### config.mk
export PLATFORM = sky130hd
export DESIGN_NAME = sj_key_regs
export DESIGN_NICKNAME = d
export VERILOG_FILES = /design/src/design/sj_pkg.sv /design/src/design/sj_key_regs.sv
export SDC_FILE = /design/constraint.sdc
export NUM_CORES = 1
export LEC_CHECK = 0
export CAP_MARGIN = 40
export CORE_MARGIN = 10
export CORE_UTILIZATION = 55
export DETAILED_ROUTE_END_ITERATION = 6
export DONT_BUFFER_PORTS = 1
export PLACE_DENSITY = 0.75
export SLEW_MARGIN = 20
export SYNTH_ARGS = -nofsm -noshare
export SYNTH_HDL_FRONTEND = slang
export SYNTH_SLANG_ARGS = --single-unit
### constraint.sdc
create_clock -name clk -period 1 [get_ports clk]
set_input_delay 0.1 -clock clk [delete_from_list [all_inputs] [get_ports clk]]
set_output_delay 0.1 -clock clk [all_outputs]
set_load 0.01 [all_outputs]
### src/design/sj_pkg.sv
// shared types, constants and the f table of the skipjack pipeline
package sj_pkg;

  localparam int SJ_ROUNDS   = 32;
  localparam int SJ_RULE_LEN = 8;
  localparam int SJ_KEY_LEN  = 10;
  localparam int SJ_STAGES   = 2 * SJ_ROUNDS;
  localparam int KEY_W       = 8 * SJ_KEY_LEN;

  // configuration register indexes
  localparam logic CFG_KEY_LO = 1'b0;
  localparam logic CFG_KEY_HI = 1'b1;

  // direction codes
  localparam logic CMD_ENC = 1'b0;
  localparam logic CMD_DEC = 1'b1;

  typedef struct packed {
    logic        cmd;
    logic [63:0] blk;
    logic [15:0] mid;
  } sj_item_t;

  localparam logic [7:0] SJ_F_TABLE [256] = '{
    8'ha3, 8'hd7, 8'h09, 8'h83, 8'hf8, 8'h48, 8'hf6, 8'hf4,
    8'hb3, 8'h21, 8'h15, 8'h78, 8'h99, 8'hb1, 8'haf, 8'hf9,
    8'he7, 8'h2d, 8'h4d, 8'h8a, 8'hce, 8'h4c, 8'hca, 8'h2e,
    8'h52, 8'h95, 8'hd9, 8'h1e, 8'h4e, 8'h38, 8'h44, 8'h28,
    8'h0a, 8'hdf, 8'h02, 8'ha0, 8'h17, 8'hf1, 8'h60, 8'h68,
    8'h12, 8'hb7, 8'h7a, 8'hc3, 8'he9, 8'hfa, 8'h3d, 8'h53,
    8'h96, 8'h84, 8'h6b, 8'hba, 8'hf2, 8'h63, 8'h9a, 8'h19,
    8'h7c, 8'hae, 8'he5, 8'hf5, 8'hf7, 8'h16, 8'h6a, 8'ha2,
    8'h39, 8'hb6, 8'h7b, 8'h0f, 8'hc1, 8'h93, 8'h81, 8'h1b,
    8'hee, 8'hb4, 8'h1a, 8'hea, 8'hd0, 8'h91, 8'h2f, 8'hb8,
    8'h55, 8'hb9, 8'hda, 8'h85, 8'h3f, 8'h41, 8'hbf, 8'he0,
    8'h5a, 8'h58, 8'h80, 8'h5f, 8'h66, 8'h0b, 8'hd8, 8'h90,
    8'h35, 8'hd5, 8'hc0, 8'ha7, 8'h33, 8'h06, 8'h65, 8'h69,
    8'h45, 8'h00, 8'h94, 8'h56, 8'h6d, 8'h98, 8'h9b, 8'h76,
    8'h97, 8'hfc, 8'hb2, 8'hc2, 8'hb0, 8'hfe, 8'hdb, 8'h20,
    8'he1, 8'heb, 8'hd6, 8'he4, 8'hdd, 8'h47, 8'h4a, 8'h1d,
    8'h42, 8'hed, 8'h9e, 8'h6e, 8'h49, 8'h3c, 8'hcd, 8'h43,
    8'h27, 8'hd2, 8'h07, 8'hd4, 8'hde, 8'hc7, 8'h67, 8'h18,
    8'h89, 8'hcb, 8'h30, 8'h1f, 8'h8d, 8'hc6, 8'h8f, 8'haa,
    8'hc8, 8'h74, 8'hdc, 8'hc9, 8'h5d, 8'h5c, 8'h31, 8'ha4,
    8'h70, 8'h88, 8'h61, 8'h2c, 8'h9f, 8'h0d, 8'h2b, 8'h87,
    8'h50, 8'h82, 8'h54, 8'h64, 8'h26, 8'h7d, 8'h03, 8'h40,
    8'h34, 8'h4b, 8'h1c, 8'h73, 8'hd1, 8'hc4, 8'hfd, 8'h3b,
    8'hcc, 8'hfb, 8'h7f, 8'hab, 8'he6, 8'h3e, 8'h5b, 8'ha5,
    8'had, 8'h04, 8'h23, 8'h9c, 8'h14, 8'h51, 8'h22, 8'hf0,
    8'h29, 8'h79, 8'h71, 8'h7e, 8'hff, 8'h8c, 8'h0e, 8'he2,
    8'h0c, 8'hef, 8'hbc, 8'h72, 8'h75, 8'h6f, 8'h37, 8'ha1,
    8'hec, 8'hd3, 8'h8e, 8'h62, 8'h8b, 8'h86, 8'h10, 8'he8,
    8'h08, 8'h77, 8'h11, 8'hbe, 8'h92, 8'h4f, 8'h24, 8'hc5,
    8'h32, 8'h36, 8'h9d, 8'hcf, 8'hf3, 8'ha6, 8'hbb, 8'hac,
    8'h5e, 8'h6c, 8'ha9, 8'h13, 8'h57, 8'h25, 8'hb5, 8'he3,
    8'hbd, 8'ha8, 8'h3a, 8'h01, 8'h05, 8'h59, 8'h2a, 8'h46
  };

  function automatic logic [7:0] sj_f(input logic [7:0] x);
    return SJ_F_TABLE[x];
  endfunction

endpackage

### src/design/sj_key_regs.sv
// key configuration registers
module sj_key_regs (
  input  logic                     clk,
  input  logic                     rst_n,
  input  logic                     cfg_we,
  input  logic                     cfg_addr,
  input  logic [63:0]              cfg_wdata,
  output logic [sj_pkg::KEY_W-1:0] key
);
  import sj_pkg::*;

  logic [63:0] key_lo_r;
  logic [15:0] key_hi_r;

  always_ff @(posedge clk) begin
    if (!rst_n) begin
      key_lo_r <= '0;
      key_hi_r <= '0;
    end else if (cfg_we) begin
      unique case (cfg_addr)
        CFG_KEY_LO: key_lo_r <= cfg_wdata;
        CFG_KEY_HI: key_hi_r <= cfg_wdata[15:0];
        default: ;
      endcase
    end
  end

  assign key = {key_lo_r, key_hi_r};

endmodule

==> results of run 1 <==
==> registers in the layout, indices dropped and copies added, names as in the netlist <==
| register | flops |
|---|---|
| key_hi_r | 16 |
| key_lo_r | 64 |
==> layout make-up <==
type / instances / area share, %
flip-flops and latches: 80 / 41.1
repair buffers: 63 / 17.0
clock inverters: 4 / 0.738
well taps: 72 / 2.31
clock buffers: 12 / 3.98
multi-input cells: 226 / 34.9
==> final timing paths <==
| path | start | to | slack, ps | cells past startpoint |
|---|---|---|---|---|
| max | key_lo_r[2] | key[18] | 140 | 0 |
| min | rst_n | key_lo_r[60] | -80 | 2 |
| max reg2reg | key_hi_r[15] | key_hi_r[15] | 260 | 2 |
| min reg2reg | key_hi_r[6] | key_hi_r[6] | 510 | 2 |
==> logic make-up after synthesis <==
family	after synthesis	synth area share [%]
DFF	80	50.9
buffers and inverters	25	6.00
and+or+nand+nor	146	17.7
muxes	80	25.4
==> power groups by stage <==
stage                     sequential, mW  clock (mW)  combinational [mW]
after floorplan                     3.58           0               0.422
after global placement              3.63           0               0.356
after detailed placement            3.63           0               0.375
after CTS                           3.56        2.22               0.543
after global routing                3.58        2.36               0.628
final                               3.56        2.14               0.571
==> per-layer routing <==
metal	vias up	GRT usage [%]	share of wire, %
met3	15	7.54	10
met5	-	0	0
met4	0	7.49	1.5
li1	1160	-	-
met2	88	30.0	54
met1	1078	16.9	34
==> per-stage QoR <==
stage               total power [mW]  setup slack (ps)  hold WS [ps]  utilization, %  instance area [um^2]
floorplan                       4.00               222           242               -                  3150
global placement                3.99               147           244            56.2                  3110
detailed placement              4.01              78.8           250            56.2                  3110
CTS                             6.32               124          -106            69.1                  3830
global route                    6.57              86.1          -104            70.3                  3900
finish                          6.27               144         -80.3            70.3                  3900
==> cell usage in the layout (no fill, tap or decap) <==
master,synthesis,layout
nand2_1,144,144
clkinv_2,0,1
dfxtp_1,80,80
clkinvlp_4,0,2
buf_12,0,3
dlygate4sd3_1,0,60
clkbuf_1,1,1
clkbuf_8,0,11
and2_1,1,1
mux2i_1,80,80
nor2b_4,0,1
clkinv_4,0,1
==> Yosys cell counts <==
library cell | instances | area share [%]
and2_1 | 1 | 0.20
buf_2 | 13 | 2.1
buf_4 | 1 | 0.24
buf_6 | 10 | 3.6
clkbuf_1 | 1 | 0.12
dfxtp_1 | 80 | 51
mux2i_1 | 80 | 25
nand2_1 | 144 | 17
nor2b_2 | 1 | 0.28
==> flow_summary.yaml, run 1 <==
cts:
  cts_setup_buffers: 0
  clock_latency_ps: 340
  numCtsBuffers: 9
  ctsLongestPathBuffers: 2
  ctsResizeCount: 0
  cts_tree: "yes"
  cts_hold_buf: 53
  cts-root-buf: "clkbuf_8"
  numClockSinks: 80
  path_clk_slew_ps: 80
  htreeDepth: 3
routing:
  routed_wl_um: 8230
  drt_iter0_drc: 101
  drtAntennaViolNets: 0
  viasPerCell: 5.12
  dr.pass1.iters: 4
  drt-wirelength-per-cell_um: 18.0
  num_vias: 2341
  drc_errors: 0
worst_setup_path:
  worstSetupPathType: "flop to output port"
  worstPathMaxFanout: 2
  crit_path_start_kind: "flop"
  cp.required_ps: 900
  critPathArrivalTime_ps: 760
  critPathCaptureType: "output port"
timing:
  drv_slew: 0
  rsz0062_at_grt: "no"
  setup_viol: 0
  period_share_pct: 85.6
  clock.fmax_mhz: 1170
  relSlewSlack_pct: 81.6
  fin_setup_tns_ps: 0
  post-route-min-period_ps: 856
  worst_slew_pin_slew_ps: 275
  hold_ws_ps: -80.3
  final_hold_viol_count: 47
  skew_ps: 0
layout:
  drive_gt1_share_pct: 4.94
  seqCellArea_um2: 1600
  syn_to_final_growth_pct: 23.9
  multiInputGateArea_um2: 1360
  nFillCells: 433
  layout.cells.non_filler: 457
  fin_nets: 448
  diodes: 0
floorplanning:
  dieArea_um2: 9150
  die_y_um: 95.6
  rows: 27
  coreArea_um2: 5540
  initial_core_util_pct: 56.8
  die_w_um: 95.6
  boundaryPins: 148
power:
  pwr-share-clk_pct: 34.1
  swShare_pct: 24.5
  p_int_mw: 4.73
  comb_power_share_pct: 9.1
  switchingPower_mw: 1.53
  powerDensity_nw_per_um2: 1610
  p_leak_nw: 1.56
  ir_drop_mv: 1.09
  p_seq_share_pct: 56.8
synth:
  synth_fp_nets: 399
  synth_cell_types: 9
  synthCells: 331
  synth_area_per_cell_um2: 9.51
  syn_area_um2: 3150
  synth_warnings: 0
  ys_seq_elements: 80
  yosysSeqAreaShare_pct: 50.9
global_route:
  track_usage_pct: 17.0
  antenna_found_initial: 0
  grt_pass1_wl_um: 12100
  grt-ovfl-total: 0
  grt_pass1_vias: 2281
  grt_max_degree: 145
placed_design:
  gp_congestion: 0.728
  hpwlAfterDp_um: 5140
  numPortBuffers: 0
  dp_cells: 381
job:
  max_cap_viol_count: 0
outcome:
  outcome: "finished with violations"
  violations: "hold timing"
worst_hold_path:
  hold_class: "input pin to flop"
Note: power is estimated with default switching activity, not from simulation.
==> run 2: changes to the inputs <==
CORE_UTILIZATION = 45   (was 55)
PLACE_DENSITY = 0.65   (was 0.75)
==> flow_summary.yaml, run 2 (synthesis gave the netlist of run 1 again) <==
timing:
  rsz0062_at_grt: "no"
  clock.fmax_mhz: 1110
  relSlewSlack_pct: 82.1
  fin_setup_tns_ps: 0
  skew_ps: 0
  hold_ws_ps: -84.0
  drv_slew: 0
  period_share_pct: 89.7
  setup_viol: 0
  final_hold_viol_count: 72
  worst_slew_pin_slew_ps: 269
  post-route-min-period_ps: 897
worst_setup_path:
  critPathCaptureType: "output port"
  critPathArrivalTime_ps: 800
  crit_path_start_kind: "flop"
  worstPathMaxFanout: 2
  crit_family: "flip-flops"
  path_cells: "buf_4"
  worstSetupPathType: "flop to output port"
  cp_slowest_stage_delay_ps: 330
  cp.required_ps: 900
  cpMaxStageDelayCell: "dfxtp_1"
  path_buf_inv: 1
routing:
  drt-wirelength-per-cell_um: 17.1
  routed_wl_um: 8230
  viasPerCell: 4.79
  wl_met3_um: 925
  met2_length_um: 3910
  wl_met1_um: 3290
  drc_errors: 0
  drt_iter0_drc: 83
  dr.pass1.iters: 4
  drtAntennaViolNets: 0
  dr.max_layer_used: "met4"
  num_vias: 2306
layout:
  layout_common_cells: "nand2_1 (144), mux2i_1 (80), dfxtp_1 (80)"
  largestRegisters: "key_lo_r: 64 flops, key_hi_r: 16 flops"
  largest_reg_flops: 64
  mostFrequentLayoutCell: "nand2_1"
  syn_to_final_growth_pct: 26.0
  fin_nets: 447
  drive_gt1_share_pct: 5.21
  regMostFlops: "key_lo_r"
power:
  p_total_mw: 6.81
  powerDensity_nw_per_um2: 1720
  p_leak_nw: 1.58
  ir_drop_mv: 1.10
global_route:
  grt-ovfl-total: 0
  track_usage_pct: 14.7
  grt_pass1_wl_um: 13000
  grt_max_degree: 145
  antenna_found_initial: 1
  grt_pass1_vias: 2356
cts:
  numCtsBuffers: 9
  cts_tree: "yes"
  ctsResizeCount: 0
  htreeDepth: 3
  clock_latency_ps: 340
  numClockSinks: 80
  ctsLongestPathBuffers: 2
  path_clk_slew_ps: 80
  cts-root-buf: "clkbuf_8"
floorplanning:
  die_w_um: 104
  dieArea_um2: 10700
  die_y_um: 104
  initial_core_util_pct: 46.3
  coreArea_um2: 6790
  rows: 30
  boundaryPins: 148
job:
  max_cap_viol_count: 0
outcome:
  outcome: "finished with violations"
  violations: "hold timing"
placed_design:
  hpwlAfterDp_um: 5190
  gp_congestion: 0.700
  numPortBuffers: 0
worst_hold_path:
  hold_class: "input pin to flop"
run 2: final timing paths:
check / slack, ps / startpoint / cells after the start / end
setup / recovery: 100 / key_hi_r[15] / 1 / key[15]
hold / removal: -80 / cfg_wdata[46] / 2 / key_lo_r[46]
setup reg to reg: 280 / key_lo_r[54] / 2 / key_lo_r[54]
hold reg to reg: 480 / key_hi_r[15] / 2 / key_hi_r[15]
run 2: area by class of cell:
type,count,area [um^2]
Antenna cell,1,2.50
Clock buffer,12,155
Clock inverter,4,76.3
Fill cell,571,2830
Multi-Input combinational cell,226,1360
Sequential cell,80,1600
Tap cell,96,120
Timing Repair Buffer,62,648
run 2: what timing repair did:
| item | 4_1_cts | 5_1_grt |
|---|---|---|
| setup buffers | 0 | 0 |
| hold buffers | 52 | 6 |
| endpoints found under the hold margin | 80 | 80 |
run 2: worst reg2reg max path, stage by stage, from the launching register on:
cell and delay [ps]:
dfxtp_1 420, nand2_1 70, mux2i_1 160
run 2: metrics by stage:
step / util (%) / cell area (um^2) / hold slack (ps) / std cells / setup WS [ps]
2_1_floorplan: - / 3150 / 242 / 331 / 222
3_3_place_gp: 46.4 / 3150 / 244 / 406 / 154
3_5_place_dp: 46.4 / 3150 / 251 / 406 / 106
4_1_cts: 57.4 / 3900 / -119 / 474 / 78.2
5_1_grt: 58.4 / 3970 / -102 / 481 / 45.3
6_report: 58.4 / 3970 / -84.0 / 481 / 103
run 2: where the power goes:
part | leakage (nW) | total (mW) | switching, mW | internal [mW]
combinational | 0.810 | 0.570 | 0.230 | 0.340
clock | 0.113 | 2.68 | 1.13 | 1.55
sequential | 0.655 | 3.55 | 0.204 | 3.35
run 2: metal layers:
layer  vias up  GRT usage [%]
li1       1160              -
met1      1039           16.2
met2        96           23.8
met3        11           7.93
met4         0           4.13
met5         -              0
==> run 3: changes to the inputs <==
PLACE_DENSITY = 0.67   (was 0.65)
REMOVE_ABC_BUFFERS = 1   (was unset)
SLEW_MARGIN = unset   (was 20)
clock period = 0.8 ns   (was 1 ns; I/O delays follow)
==> flow_summary.yaml, run 3 (synthesis gave the netlist of run 1 again) <==
outcome:
  outcome: "finished with violations"
  violations: "hold timing, setup timing"
power:
  comb_power_share_pct: 13.0
  p_int_mw: 5.99
  p_leak_nw: 1.87
  powerDensity_nw_per_um2: 1750
  ir_drop_mv: 0.957
  pwr-share-clk_pct: 31.6
  switchingPower_mw: 1.93
  swShare_pct: 24.4
  p_seq_share_pct: 55.4
worst_setup_path:
  crit_family: "flip-flops"
  worstPathMaxFanout: 2
  cp_slowest_stage_delay_ps: 350
  path_cells: "buf_6"
  critPathCaptureType: "output port"
  path_buf_inv: 1
  r2r_slack_ps: 110
  worstSetupPathType: "flop to output port"
  crit_path_start_kind: "flop"
  cpMaxStageDelayCell: "dfxtp_2"
  critPathArrivalTime_ps: 790
  cp.required_ps: 720
timing:
  setup_viol: 45
  post-route-min-period_ps: 874
  drv_slew: 0
  worst_slew_pin_slew_ps: 244
  fin_setup_tns_ps: -2650
  setup_ws_ps: -73.7
  period_share_pct: 109
  hold_ws_ps: -117
  relSlewSlack_pct: 83.7
  skew_ps: 0
  final_hold_viol_count: 80
  clock.fmax_mhz: 1140
  rsz0062_at_grt: "yes"
cts:
  clock_latency_ps: 330
  path_clk_slew_ps: 80
  numClockSinks: 80
  cts_tree: "yes"
  cts-root-buf: "clkbuf_8"
  numCtsBuffers: 9
  ctsLongestPathBuffers: 2
  htreeDepth: 3
floorplanning:
  rows: 30
  coreArea_um2: 6790
  dieArea_um2: 10700
  boundaryPins: 148
  die_y_um: 104
  initial_core_util_pct: 46.3
  die_w_um: 104
global_route:
  grt_pass1_vias: 2579
  track_usage_pct: 15.2
  antenna_found_initial: 0
  grt_pass1_wl_um: 13400
  grt-ovfl-total: 0
  grt_max_degree: 145
placed_design:
  dp_slack_ps: -47.0
  gp_congestion: 0.663
  numPortBuffers: 0
  hpwlAfterDp_um: 5240
job:
  max_cap_viol_count: 0
layout:
  seqCellArea_um2: 1740
  drive_gt1_share_pct: 34.4
  mostFrequentLayoutCell: "nand2_1"
  fin_util_pct: 66.6
  largest_reg_flops: 64
  syn_to_final_growth_pct: 43.8
  diodes: 0
  regMostFlops: "key_lo_r"
  multiInputGateArea_um2: 1360
  largestRegisters: "key_lo_r: 64 flops, key_hi_r: 16 flops"
  fin_nets: 492
  nFillCells: 523
  layout_common_cells: "nand2_1 (144), mux2i_1 (80), dfxtp_2 (66)"
worst_hold_path:
  hold_class: "input pin to flop"
routing:
  dr.pass1.iters: 4
  drt_iter0_drc: 77
  num_vias: 2465
  drc_errors: 0
  viasPerCell: 4.71
  routed_wl_um: 8580
  drtAntennaViolNets: 0
  drt-wirelength-per-cell_um: 16.4
-- run 3: area by class of cell --
cell class	instances	area share, %
clock buffers	10	3.04
clock inverters	4	0.498
multi-input cells	226	30.1
flip-flops and latches	80	38.4
well taps	96	2.65
repair buffers	107	25.4
-- run 3: repair_timing --
action	in CTS	in global routing
setup buffers	2	2
hold buffers	49	6
resized for setup	126	13
setup endpoints to repair	80	80
hold endpoints to repair	80	80
-- run 3: final timing paths --
kind,start,cells after the start,end
max,key_lo_r[43],1,key[59]
min,rst_n,2,key_lo_r[22]
max reg2reg,key_lo_r[7],3,key_lo_r[7]
min reg2reg,key_hi_r[7],2,key_hi_r[7]
-- run 3: routing by layer --
| metal | up-vias | GRT usage [%] | part of all wire, % |
|---|---|---|---|
| li1 | 1247 | - | - |
| met1 | 1110 | 16.5 | 39 |
| met2 | 100 | 24.6 | 50 |
| met3 | 8 | 7.93 | 9.9 |
| met4 | 0 | 5.34 | 1.4 |
| met5 | - | 0 | 0 |
-- run 3: metrics by stage --
| step | area, um^2 | hold WS, ps | total power, mW | cells |
|---|---|---|---|---|
| 6_report | 4530 | -117 | 7.92 | 523 |
| 5_1_grt | 4530 | -139 | 8.32 | 523 |
| 4_1_cts | 4420 | -142 | 8.00 | 515 |
| 3_5_place_dp | 3480 | 231 | 5.17 | 450 |
| 3_3_place_gp | 3480 | 224 | 5.14 | 450 |
| 2_1_floorplan | 2960 | 222 | 4.88 | 306 |
-- run 3: power by group through the flow --
stage	Combinational [mW]	Sequential (mW)	Clock, mW
after global placement	0.704	4.44	0
after global routing	1.12	4.42	2.78
final	1.03	4.39	2.50
after CTS	0.993	4.42	2.59
after detailed placement	0.728	4.45	0
after floorplan	0.401	4.47	0
